<file path="src/prrb_pkg.sv">
// ----------------------------------------------------------------------------
// prrb_pkg: shared types and constants of the round-robin balancer
// Sizes, operation codes, sequencer states and the structs that pass
// between the sequencer, the queue store and the top level.
// ----------------------------------------------------------------------------
package prrb_pkg;

  // Block sizes
  localparam int NUM_SERVERS   = 8;
  localparam int NUM_ENDPOINTS = 4;

  // Field widths fixed by the interface
  localparam int ID_W  = 3;
  localparam int EPF_W = 2;
  localparam int TAG_W = 16;

  // Derived widths
  localparam int SLOT_W    = (NUM_SERVERS > 1) ? $clog2(NUM_SERVERS) : 1;
  localparam int CNT_W     = $clog2(NUM_SERVERS + 1);
  localparam int SUM_W     = CNT_W + 1;
  localparam int EP_W      = (NUM_ENDPOINTS > 1) ? $clog2(NUM_ENDPOINTS) : 1;
  localparam int ADDR_W    = EP_W + SLOT_W;
  localparam int MEM_DEPTH = NUM_ENDPOINTS << SLOT_W;

  // Operation codes
  localparam logic OP_REQUEST = 1'b0;
  localparam logic OP_STATUS  = 1'b1;

  // Sequencer states
  typedef enum logic [2:0] {
    S_IDLE,
    S_REQ_WB,
    S_SCAN,
    S_APPLY,
    S_COMPACT
  } st_t;

  // Queue store access for one cycle
  typedef struct packed {
    logic              rd_en;
    logic [ADDR_W-1:0] rd_addr;
    logic              wr_en;
    logic [ADDR_W-1:0] wr_addr;
    logic [ID_W-1:0]   wr_data;
  } mem_req_t;

  // Result handed to the output register
  typedef struct packed {
    logic            load;
    logic            found;
    logic [ID_W-1:0] chosen;
  } res_t;

endpackage

</file>
<file path="src/prrb_store.sv">
// ----------------------------------------------------------------------------
// prrb_store: queue entry store
// One write and one registered read per cycle. A valid bit per entry makes
// an entry never written read as its reset value, the slot number itself.
// ----------------------------------------------------------------------------
module prrb_store
  import prrb_pkg::*;
(
  input  logic            clk,
  input  logic            rst,
  input  mem_req_t        mreq,
  output logic [ID_W-1:0] rd_data
);

  logic [ID_W-1:0] mem   [MEM_DEPTH];
  logic            valid [MEM_DEPTH];

  // Write the entry array
  always_ff @(posedge clk) begin
    if (mreq.wr_en) begin
      mem[mreq.wr_addr] <= mreq.wr_data;
    end
  end

  // Mark written entries
  always_ff @(posedge clk) begin
    if (rst) begin
      for (int k = 0; k < MEM_DEPTH; k++) begin
        valid[k] <= 1'b0;
      end
    end else if (mreq.wr_en) begin
      valid[mreq.wr_addr] <= 1'b1;
    end
  end

  // Register the read data, falling back to the reset value
  always_ff @(posedge clk) begin
    if (mreq.rd_en) begin
      if (valid[mreq.rd_addr]) begin
        rd_data <= mem[mreq.rd_addr];
      end else begin
        rd_data <= ID_W'(mreq.rd_addr[SLOT_W-1:0]);
      end
    end
  end

endmodule

</file>
<file path="src/prrb_seq.sv">
// ----------------------------------------------------------------------------
// prrb_seq: balancer sequencer
// Holds queue heads and counts, drives the queue store and steps requests
// and status changes through one shared wrap-around slot adder.
// ----------------------------------------------------------------------------
module prrb_seq
  import prrb_pkg::*;
(
  input  logic             clk,
  input  logic             rst,
  input  logic             start,
  input  logic             op,
  input  logic [EPF_W-1:0] endpoint,
  input  logic [ID_W-1:0]  server,
  input  logic             up,
  input  logic [ID_W-1:0]  rd_data,
  output logic             busy,
  output mem_req_t         mreq,
  output res_t             res
);

  st_t state, state_next;

  logic [SLOT_W-1:0] head  [NUM_ENDPOINTS];
  logic [CNT_W-1:0]  count [NUM_ENDPOINTS];
  logic [ID_W-1:0]   kept  [NUM_SERVERS];

  logic [EP_W-1:0]   e_q;
  logic [ID_W-1:0]   srv_q;
  logic              up_q;
  logic              hit_q;
  logic [SLOT_W-1:0] nhead_q;
  logic [CNT_W-1:0]  i_q;
  logic [CNT_W-1:0]  n_q;
  logic [CNT_W-1:0]  j_q;
  logic              holds_q;
  logic              pend_q;

  logic              acc;
  logic              ep_ok;
  logic              srv_ok;
  logic [EP_W-1:0]   cur;
  logic [SLOT_W-1:0] cur_head;
  logic [CNT_W-1:0]  cur_cnt;
  logic [CNT_W-1:0]  sa_off;
  logic [SUM_W-1:0]  sa_sum;
  logic [SLOT_W-1:0] sa_slot;
  logic              last_ep;
  logic              scan_rd;
  logic              can_add;
  logic              cmp_wr;

  assign acc     = start && !busy;
  assign busy    = (state != S_IDLE);
  assign ep_ok   = (32'(endpoint) < NUM_ENDPOINTS);
  assign srv_ok  = (32'(server) < NUM_SERVERS);
  assign last_ep = (e_q == EP_W'(NUM_ENDPOINTS - 1));

  // Select the endpoint under work: the request port when idle
  assign cur      = (state == S_IDLE) ? EP_W'(endpoint) : e_q;
  assign cur_head = head[cur];
  assign cur_cnt  = count[cur];

  // Shared slot adder: (head + offset) wrapped once into the ring
  always_comb begin
    case (state)
      S_IDLE:  sa_off = CNT_W'(1);
      S_SCAN:  sa_off = i_q;
      default: sa_off = cur_cnt;
    endcase
  end
  assign sa_sum  = SUM_W'(cur_head) + SUM_W'(sa_off);
  assign sa_slot = (sa_sum >= SUM_W'(NUM_SERVERS)) ?
                   SLOT_W'(sa_sum - SUM_W'(NUM_SERVERS)) : SLOT_W'(sa_sum);

  assign scan_rd = (i_q < cur_cnt);
  assign can_add = !holds_q && (cur_cnt < CNT_W'(NUM_SERVERS));
  assign cmp_wr  = (j_q < n_q);

  // Hold the state
  always_ff @(posedge clk) begin
    if (rst) begin
      state <= S_IDLE;
    end else begin
      state <= state_next;
    end
  end

  // Next state and store/result drive
  always_comb begin
    state_next = state;
    mreq       = '0;
    res        = '0;
    unique case (state)
      S_IDLE: begin
        if (acc) begin
          if (op == OP_REQUEST) begin
            mreq.rd_en   = ep_ok && (cur_cnt != '0);
            mreq.rd_addr = {cur, cur_head};
            state_next   = S_REQ_WB;
          end else if (srv_ok) begin
            state_next = S_SCAN;
          end
        end
      end
      S_REQ_WB: begin
        mreq.wr_en   = hit_q;
        mreq.wr_addr = {e_q, sa_slot};
        mreq.wr_data = rd_data;
        res.load     = 1'b1;
        res.found    = hit_q;
        res.chosen   = hit_q ? rd_data : '0;
        state_next   = S_IDLE;
      end
      S_SCAN: begin
        mreq.rd_en   = scan_rd;
        mreq.rd_addr = {e_q, sa_slot};
        if (!scan_rd && !pend_q) begin
          state_next = S_APPLY;
        end
      end
      S_APPLY: begin
        if (up_q) begin
          mreq.wr_en   = can_add;
          mreq.wr_addr = {e_q, sa_slot};
          mreq.wr_data = srv_q;
          state_next   = last_ep ? S_IDLE : S_SCAN;
        end else begin
          state_next = S_COMPACT;
        end
      end
      S_COMPACT: begin
        mreq.wr_en   = cmp_wr;
        mreq.wr_addr = {e_q, SLOT_W'(j_q)};
        mreq.wr_data = kept[SLOT_W'(j_q)];
        if (!cmp_wr) begin
          state_next = last_ep ? S_IDLE : S_SCAN;
        end
      end
      default: state_next = S_IDLE;
    endcase
  end

  // Queue heads and counts
  always_ff @(posedge clk) begin
    if (rst) begin
      for (int k = 0; k < NUM_ENDPOINTS; k++) begin
        head[k]  <= '0;
        count[k] <= CNT_W'(NUM_SERVERS);
      end
    end else begin
      case (state)
        S_REQ_WB: begin
          if (hit_q) begin
            head[e_q] <= nhead_q;
          end
        end
        S_APPLY: begin
          if (up_q && can_add) begin
            count[e_q] <= cur_cnt + CNT_W'(1);
          end
        end
        S_COMPACT: begin
          if (!cmp_wr) begin
            head[e_q]  <= '0;
            count[e_q] <= n_q;
          end
        end
        default: ;
      endcase
    end
  end

  // Scan side buffer: keep entries other than the named server
  always_ff @(posedge clk) begin
    if (state == S_SCAN && pend_q && rd_data != srv_q) begin
      kept[SLOT_W'(n_q)] <= rd_data;
    end
  end

  // Working registers of the current item
  always_ff @(posedge clk) begin
    if (rst) begin
      pend_q <= 1'b0;
    end else begin
      case (state)
        S_IDLE: begin
          if (acc) begin
            e_q     <= (op == OP_REQUEST) ? cur : '0;
            srv_q   <= server;
            up_q    <= up;
            hit_q   <= ep_ok && (cur_cnt != '0);
            nhead_q <= sa_slot;
            i_q     <= '0;
            n_q     <= '0;
            holds_q <= 1'b0;
            pend_q  <= 1'b0;
          end
        end
        S_SCAN: begin
          pend_q <= scan_rd;
          if (scan_rd) begin
            i_q <= i_q + CNT_W'(1);
          end
          if (pend_q) begin
            if (rd_data == srv_q) begin
              holds_q <= 1'b1;
            end else begin
              n_q <= n_q + CNT_W'(1);
            end
          end
        end
        S_APPLY: begin
          j_q <= '0;
          if (up_q) begin
            e_q     <= e_q + EP_W'(1);
            i_q     <= '0;
            n_q     <= '0;
            holds_q <= 1'b0;
          end
        end
        S_COMPACT: begin
          if (cmp_wr) begin
            j_q <= j_q + CNT_W'(1);
          end else begin
            e_q     <= e_q + EP_W'(1);
            i_q     <= '0;
            n_q     <= '0;
            holds_q <= 1'b0;
          end
        end
        default: ;
      endcase
    end
  end

  // Checks
  a_req_result: assert property (@(posedge clk) disable iff (rst)
    (acc && op == OP_REQUEST) |=> res.load)
    else $error("request did not produce a result next cycle");

  a_no_rw_clash: assert property (@(posedge clk) disable iff (rst)
    !(mreq.rd_en && mreq.wr_en))
    else $error("store read and write in the same cycle");

  a_count_bound: assert property (@(posedge clk) disable iff (rst)
    cur_cnt <= CNT_W'(NUM_SERVERS))
    else $error("queue count above server count");

  a_kept_bound: assert property (@(posedge clk) disable iff (rst)
    (state == S_SCAN) |-> (n_q <= i_q))
    else $error("kept entries exceed scanned entries");

endmodule

</file>
<file path="src/per_endpoint_round_robin_balancer_top.sv">
// ----------------------------------------------------------------------------
// per_endpoint_round_robin_balancer_top: per-endpoint round-robin balancer
// Rotates one server queue per endpoint on requests and removes or appends
// servers in every queue on status changes.
//
//   channel  | handshake          | payload
//   ---------+--------------------+---------------------------------------
//   command  | start / busy       | op, endpoint, server, up, req_tag
//   result   | done (one cycle)   | found, chosen_server, tag_out
//
// A request holds busy high for one cycle and done pulses in
// the cycle after, when the next transfer may already be taken.
// A status change walks every endpoint queue through the single store port:
// a scan and an append per queue for up, a scan and a compaction for down.
// Status changes give no result; a server out of range is dropped at once.
// Reset is synchronous; the queue store needs no clearing pass after it.
// done cannot be stalled by the receiver.
// ----------------------------------------------------------------------------
module per_endpoint_round_robin_balancer_top
  import prrb_pkg::*;
(
  input  logic             clk,
  input  logic             rst,
  input  logic             start,
  output logic             busy,
  input  logic             op,
  input  logic [EPF_W-1:0] endpoint,
  input  logic [ID_W-1:0]  server,
  input  logic             up,
  input  logic [TAG_W-1:0] req_tag,
  output logic             done,
  output logic             found,
  output logic [ID_W-1:0]  chosen_server,
  output logic [TAG_W-1:0] tag_out
);

  mem_req_t          mreq;
  res_t              res;
  logic [ID_W-1:0]   rd_data;
  logic [TAG_W-1:0]  tag_q;
  logic              server_up [NUM_SERVERS];
  logic              acc;
  logic              status_acc;
  logic [SLOT_W-1:0] srv_idx;

  assign acc        = start && !busy;
  assign status_acc = acc && (op == OP_STATUS) && (32'(server) < NUM_SERVERS);
  assign srv_idx    = SLOT_W'(server);

  prrb_seq u_seq (
    .clk      (clk),
    .rst      (rst),
    .start    (start),
    .op       (op),
    .endpoint (endpoint),
    .server   (server),
    .up       (up),
    .rd_data  (rd_data),
    .busy     (busy),
    .mreq     (mreq),
    .res      (res)
  );

  prrb_store u_store (
    .clk     (clk),
    .rst     (rst),
    .mreq    (mreq),
    .rd_data (rd_data)
  );

  // Capture the tag of each accepted transfer
  always_ff @(posedge clk) begin
    if (acc) begin
      tag_q <= req_tag;
    end
  end

  // Record server up flags
  always_ff @(posedge clk) begin
    if (rst) begin
      for (int k = 0; k < NUM_SERVERS; k++) begin
        server_up[k] <= 1'b1;
      end
    end else if (status_acc) begin
      server_up[srv_idx] <= up;
    end
  end

  // Register the result and pulse done
  always_ff @(posedge clk) begin
    if (rst) begin
      done <= 1'b0;
    end else begin
      done <= res.load;
    end
  end

  always_ff @(posedge clk) begin
    if (res.load) begin
      found         <= res.found;
      chosen_server <= res.chosen;
      tag_out       <= tag_q;
    end
  end

  // Checks
  a_done_follows_req: assert property (@(posedge clk) disable iff (rst)
    done |-> $past(start && !busy && op == OP_REQUEST, 2))
    else $error("result without a request two cycles earlier");

  a_flag_update: assert property (@(posedge clk) disable iff (rst)
    status_acc |=> (server_up[$past(srv_idx)] == $past(up)))
    else $error("server flag not updated by status change");

  a_none_zero: assert property (@(posedge clk) disable iff (rst)
    (done && !found) |-> (chosen_server == '0))
    else $error("empty result carries a server index");

endmodule

</file>
<file path="config.mk">
export PLATFORM = sky130hd
export DESIGN_NAME = per_endpoint_round_robin_balancer_top
export DESIGN_NICKNAME = d
export VERILOG_FILES = /design/src/prrb_pkg.sv /design/src/prrb_store.sv /design/src/prrb_seq.sv /design/src/per_endpoint_round_robin_balancer_top.sv
export SDC_FILE = /design/constraint.sdc
export NUM_CORES = 1
export LEC_CHECK = 0
export BUFFER_PORTS_ARGS = -buffer_cell sky130_fd_sc_hd__buf_2
export CORE_ASPECT_RATIO = 0.6
export CORE_MARGIN = 1
export CORE_UTILIZATION = 45
export CTS_CLUSTER_SIZE = 40
export DETAILED_ROUTE_END_ITERATION = 8
export HOLD_SLACK_MARGIN = 0.05
export SLEW_MARGIN = 40
export SYNTH_ARGS = -nofsm -noshare
export SYNTH_HDL_FRONTEND = slang
export SYNTH_SLANG_ARGS = --single-unit
</file>
<file path="constraint.sdc">
create_clock -name clk -period 4.8 [get_ports clk]
set_clock_uncertainty 0.1 [all_clocks]
set_input_delay 0.72 -clock clk [delete_from_list [all_inputs] [get_ports clk]]
set_output_delay 0.72 -clock clk [all_outputs]
set_load 0.005 [all_outputs]
</file>
---- After elaboration in Yosys (flattened, before gate mapping) ----
Memory sizes are Yosys's and may differ from the RTL's. A register that Yosys moved wholly into a read port is not among the register bits.
Index checks and enable logic that the tools add are counted.
W data, S select, Z words.
storage, ports and cells
  flip-flop bits (word level) ............. 67
  RAM bits ................................ 180
  input bits .............................. 26
  output and inout bits ................... 22
  word-level logic and storage cells ...... 153
  memories kept ........................... 5
cells by class
  $add $sub $neg .......................... 7
  order comparisons ....................... 4
  equality and inequality tests ........... 16
  muxes and demuxes ....................... 72
  bitwise operators ....................... 3
  reduce and logical (&&, ||, !) cells .... 29
memories
  name           depth  width  rd ports  clocked after memory_dff  wr ports  line              source
  u_store.mem    32     3      1         0                         1         prrb_store.sv:15  logic [ID_W-1:0] mem [MEM_DEPTH];
  u_store.valid  32     1      1         0                         32        prrb_store.sv:16  logic valid [MEM_DEPTH];
  u_seq.kept     8      3      1         1                         1         prrb_seq.sv:26    logic [ID_W-1:0] kept [NUM_SERVERS];
  u_seq.count    4      4      1         0                         4         prrb_seq.sv:25    logic [CNT_W-1:0] count [NUM_ENDPOINTS];
  u_seq.head     4      3      1         0                         4         prrb_seq.sv:24    logic [SLOT_W-1:0] head [NUM_ENDPOINTS];
operator list
  cell                   count
  $mux W4                9
  $pmux W4 S4            2
  $mux W3                10
  $mux W1                29
  $pmux W9 S3            1
  $mux W2                9
  $add A4 B1 Y4 const B  4
  $pmux W4 S2            2
  $reduce_and A7 Y1      2
  $mux W6                2
  $pmux W3 S4            1
  $pmux W6 S2            1
  $mux W5                2
  $ne A2 B1 Y1 const B   5
  $mux W9                1
  $reduce_and A3 Y1      3
  $lt A4 B4 Y1           2
  $ne A2 B2 Y1 const B   4
  $reduce_bool A4 Y1     2
  $eq A3 B2 Y1 const B   2
  $logic_and A1 B1 Y1    6
  $pmux W2 S3            1
  $reduce_and A6 Y1      1
  $reduce_bool A3 Y1     2
  22 further kinds       28

---- Longest topological paths before layout ----
An unclocked memory read counts as a cell.
  depth in word-level cells ............... 14
  mapped depth ............................ 21
  mapped depth without buffers ............ 17

---- Hierarchy ----
Synthesis repeated with hierarchy kept, for this count alone.
second synthesis, totals
  cell total of the unflattened synthesis .. 791
  area total of the unflattened synthesis .. 10918.0 µm²
modules (own cells, without submodules)
  module                                 instances  cells an instance  area each (µm²)  sequential area each (µm²)
  prrb_store                             1          379                5380.2           3613.5
  prrb_seq                               1          373                4409.2           2392.3
  per_endpoint_round_robin_balancer_top  1          39                 1128.6           1101.1

---- Least setup slack after synthesis ----
Ideal clock, no wire load.
  kind .................................... input to register
  start point ............................. input endpoint[1]
  end point ............................... register u_store.rd_data[0] (data pin)
  setup time .............................. 272 ps
  data arrival time ....................... 4466 ps
  required time ........................... 4428 ps
  slack ................................... -38 ps
  stages .................................. 17
  path buffers ............................ 3
  path through ............................ buf_2 or4b_1 clkbuf_1 nand2_2 mux2_2 o21ai_0 nor2_1 a31oi_1 fa_1 xor2_1 nor2_1 a21oi_1 clkbuf_1 a211oi_1 or3_1 nor2b_1 mux2i_1
between the ends
  cells in the longest elaborated chain, start to end .. 9
  elaborated cells on any way between the ends .. 14
  classes of those cells .................. 2 x add/sub; 1 x order compare; 7 x mux; 4 x memory
RTL lines
  item                                                     line                                         source
  start: declaration                                       per_endpoint_round_robin_balancer_top.sv:27  input logic [EPF_W-1:0] endpoint,
  $mux W2 (*)                                              prrb_seq.sv:60                               assign cur = (state == S_IDLE) ? EP_W'(endpoint) : e_q;
  $mem_v2 Z4 W4                                            -
  $pmux W4 S2                                              prrb_seq.sv:66                               case (state)
  $add A3 B4 Y5                                            prrb_seq.sv:72                               assign sa_sum = SUM_W'(cur_head) + SUM_W'(sa_off);
  $ge A5 B4 Y1 / $sub A3 B1 Y3 (equally long branches)     prrb_seq.sv:73, prrb_seq.sv:74
  $mux W3                                                  prrb_seq.sv:73                               assign sa_slot = (sa_sum >= SUM_W'(NUM_SERVERS)) ?
  $pmux W6 S2 (*)                                          prrb_seq.sv:94                               unique case (state)
  $mem_v2 Z32 W3 / $mem_v2 Z32 W1 (equally long branches)  -
  $mux W3 (*)                                              prrb_store.sv:39                             if (valid[mreq.rd_addr]) begin
  end signal: assignment                                   prrb_store.sv:40                             rd_data <= mem[mreq.rd_addr];
  end signal: assignment                                   prrb_store.sv:42                             rd_data <= ID_W'(mreq.rd_addr[SLOT_W-1:0]);
  end: declaration                                         prrb_store.sv:12                             output logic [ID_W-1:0] rd_data
Every way passes the cells marked *; elsewhere a longest branch is shown, timed or not.
A chain may end at the register's enable or synchronous reset.

---- Final worst setup path ----
  start point ............................. register u_seq.state[0]
  end point ............................... register u_store.rd_data[0] (data pin)
between the ends
  cells in the longest elaborated chain, start to end .. 10
  elaborated cells on any way between the ends .. 19
  classes of those cells .................. 2 x add/sub; 1 x order compare; 1 x eq/ne; 7 x mux; 4 x reduce/logical; 4 x memory
RTL lines
  item                                                     line                                            source
  start: declaration                                       prrb_seq.sv:22                                  st_t state, state_next;
  start signal: assignment                                 prrb_seq.sv:85                                  state <= state_next;
  $logic_not A3 Y1                                         prrb_seq.sv:60, prrb_seq.sv:66, prrb_seq.sv:94
  $mux W2                                                  prrb_seq.sv:60
  $mem_v2 Z4 W4                                            -
  $pmux W4 S2                                              prrb_seq.sv:66
  $add A3 B4 Y5                                            prrb_seq.sv:72
  $ge A5 B4 Y1 / $sub A3 B1 Y3 (equally long branches)     prrb_seq.sv:73, prrb_seq.sv:74
  $mux W3                                                  prrb_seq.sv:73
  $pmux W6 S2 (*)                                          prrb_seq.sv:94
  $mem_v2 Z32 W3 / $mem_v2 Z32 W1 (equally long branches)  -
  $mux W3 (*)                                              prrb_store.sv:39
Marked as above.

==> run summary <==
Status: finished, final reports clean
Post-Route Utilization: 0.532
Final setup viols: 0
Post-CTS setup repair buffer count: 0
Die Span Y: 123 um
Share of the synthesized area in the top cell type: 0.572
WL/cell: 21.5 um
Row Count: 43
Synth Area per Inst: 12.3 um2
Clk_lat worst skew: 0.54 ns
Number of synthesis warnings: 0
Sw Pwr: 1.28 mW
Initial Util: 0.468
Final HPWL DP: 19900 um
Die width: 204 um
CP Class: reg2reg
Largest area contributor in the netlist: edfxtp_1
Final net count: 1003
Relative slew slack: 0.484
Non-filler cells, final: 1296
Crit-path cells: o31a_1 -> or2_2 -> mux4_2 -> mux2_2 -> ha_1 -> inv_1 -> fa_1 -> o22ai_4 -> buf_12 -> a21oi_1 -> a32oi_1 -> a211oi_1 -> or3_1 -> nor2b_1 -> mux2i_1
DRT Wirelength: 27800 um
Sequential area share after synthesis: 0.644
Critical path origin: u_seq.state[0]$_SDFFE_PP0P_
Largest net degree at the start of global routing: 48
H-tree depth: 1
Crit-path max FO: 32
Final Total Pwr: 4.92 mW
Period utilization: 0.961
GRT overflow: 0
Post-route ant nets: 0
Synth Instances: 897
Global-route wire length before repair: 43000 um
DR vias/cell: 5.83
CP top delay family: compound AO/OA/AOI/OAI gates
HP Start: req_tag[3]
Unrepaired setup endpoints after global routing: no
Top cells by area, synth: edfxtp_1 57%, dfxtp_1 7.3%, nand2_1 3.9%, nor2_1 3.4%, mux2i_1 2.7%
Cell area after layout: 12500 um2
Vias in the first global route: 7068
Worst reg2reg startpoint: u_seq.state[0]$_SDFFE_PP0P_
Worst Path Required: 4.97 ns
Worst VDD drop: 0.000259 V
Placed Instances: 1252
Reg2Reg Setup Slack: 0.19 ns
Worst-path clk slew: 0.07 ns
Crit-path max cell delay: 0.49 ns
Internal Power: 3.64 mW
Clock share of power: 0.364
CTS resizes: 0
N_diodes: 0
Min-Delay Path Class: in2reg
PnR worst setup slack: 0.186 ns
GP Congestion: 0.887
Pins Over Slew Limit: 0
CTS Buf Count: 24
CTS Buffer Depth: 3
Die area: 25200 um2
Post-synthesis cell type count: 70
Crit path capture type: register
Sequential Power Share: 0.503
CP bufs+invs: 2
Pre-antenna DRT Iters: 5
# IOs: 48
Via count: 7558
Number of hold buffers added after cts: 0
Main synth FF type: edfxtp_1
Async S/R FF share, synth: 0
Mapped Nets: 937
Worst Max-Slew Pin Slew: 0.769 ns
CORE AREA: 23600 um2
Switch share: 0.260
Max Freq: 217 MHz
Leakage: 4.45 nW
Flops & latches, synth: 250
Tmin final: 4.61 ns
Port bufs: 47
Mapped cell area: 11000 um2
CP arrival: 4.79 ns
Share of cells above drive strength 1: 0.176
Root buffer cell: clkbuf_16
CTS tree: yes
Pwr per Cell Area: 392 nW/um2
Hold_ws: 0.255 ns
# fillers: 2060
Logic gate share of total power: 0.134
TNS Setup: 0 ns
Hold Fails Final Rpt: 0
Area added between synthesis and finish: 13.7%
Initial antenna violation count: 0
Post-DP Area: 11800 um2
CP max-delay cell: fa_1
Clock Sinks: 250
Post-synth EDFFs: 210
Startpoint Class: register
GRT Resource Usage Total: 0.229
Dpl ws: 0.0510 ns
DR DRC count: 0
DRT iter0 DRCs: 977
# Max-Cap Violations: 0
==> final cells by class <==
cell class | count | area (um2) | area share
Clock buffer | 36 | 676 | 0.0539
Clock inverter | 8 | 55.1 | 0.00439
Inverter | 26 | 97.6 | 0.00778
Multi-Input combinational cell | 569 | 3620 | 0.288
Sequential cell | 250 | 7110 | 0.567
Tap cell | 315 | 394 | 0.0314
Timing Repair Buffer | 92 | 598 | 0.0477
==> power by group through the flow <==
stage	logic [mW]	registers (mW)	clock network (mW)
2_1_floorplan	0.422	2.49	0
3_3_place_gp	0.640	2.52	0
3_5_place_dp	0.647	2.52	0
4_1_cts	0.648	2.47	1.81
5_1_grt	0.715	2.47	1.90
6_report	0.658	2.47	1.79
==> cell families (layout without fill, tap and decap cells) <==
| family | count (synthesis) | after routing | synth area share |
|---|---|---|---|
| xor gates and xnor gates | 14 | 14 | 0.0111 |
| DFF | 250 | 250 | 0.644 |
| muxes | 48 | 48 | 0.0558 |
| and+or+nand+nor | 314 | 314 | 0.128 |
| AOI/OAI and AO/OA | 179 | 179 | 0.114 |
| buffers and inverters | 78 | 162 | 0.0303 |
| adders and majority gates | 14 | 14 | 0.0166 |
==> cell usage in the layout (no fill, tap or decap), types with 4 or more instances in the layout <==
master	instances
and2_1	9
dfxtp_1	40
a211o_1	4
mux4_2	10
and3_1	9
ha_1	13
edfxtp_1	210
a311oi_1	4
a21oi_1	56
nor2_1	98
xnor2_1	8
mux2_2	8
clkbuf_1	9
or3_1	8
inv_1	26
nor2b_1	10
nand2b_1	13
xor2_1	6
o21ai_0	11
nand3_1	16
clkbuf_16	24
buf_2	47
a21o_1	5
o22ai_1	14
or2_2	8
mux2i_1	30
clkinv_2	4
a211oi_1	7
o21ba_2	5
nor3_1	15
a32oi_1	17
a221oi_1	8
buf_4	43
a22oi_1	6
nand2_1	115
==> Yosys cell counts, types with 5 or more instances <==
master	count
edfxtp_1	210
nand2_1	115
nor2_1	100
a21oi_1	57
dfxtp_1	40
mux2i_1	30
clkbuf_1	27
inv_1	26
buf_2	21
a32oi_1	17
nand3_1	16
nor3_1	15
o21ai_0	15
o22ai_1	14
ha_1	13
nand2b_1	13
mux4_2	10
nor2b_1	10
and2_1	9
and3_1	9
a221oi_1	8
mux2_2	8
or2_2	8
or3_1	8
xnor2_1	8
a211oi_1	7
a22oi_1	6
xor2_1	6
a21o_1	5
o21ba_2	5
==> metal layers <==
metal,part of all wire,vias up,GRT usage
li1,-,3449,-
met1,0.53,3729,0.396
met2,0.37,348,0.289
met3,0.091,32,0.0416
met4,0.013,0,0.0373
met5,0,-,0
==> worst paths after layout <==
check,to,cells past startpoint
worst max-delay path,u_store.rd_data[0]$_DFFE_PP_,15
worst min register to register,tag_out[7]$_DFFE_PP_,0
worst max register to register,u_store.rd_data[0]$_DFFE_PP_,15
worst min-delay path,tag_q[3]$_DFFE_PP_,1
==> state kept, by name, indices dropped and copies added (netlist names), 4 cells and up, named ones only <==
name           cells
u_store.valid     32
u_seq.kept        24
tag_out           16
u_seq.n_q          4
u_store.mem       96
u_seq.count       16
u_seq.head        12
u_seq.i_q          4
tag_q             16
u_seq.j_q          4
No activity file was read; power rests on OpenSTA's default activity.
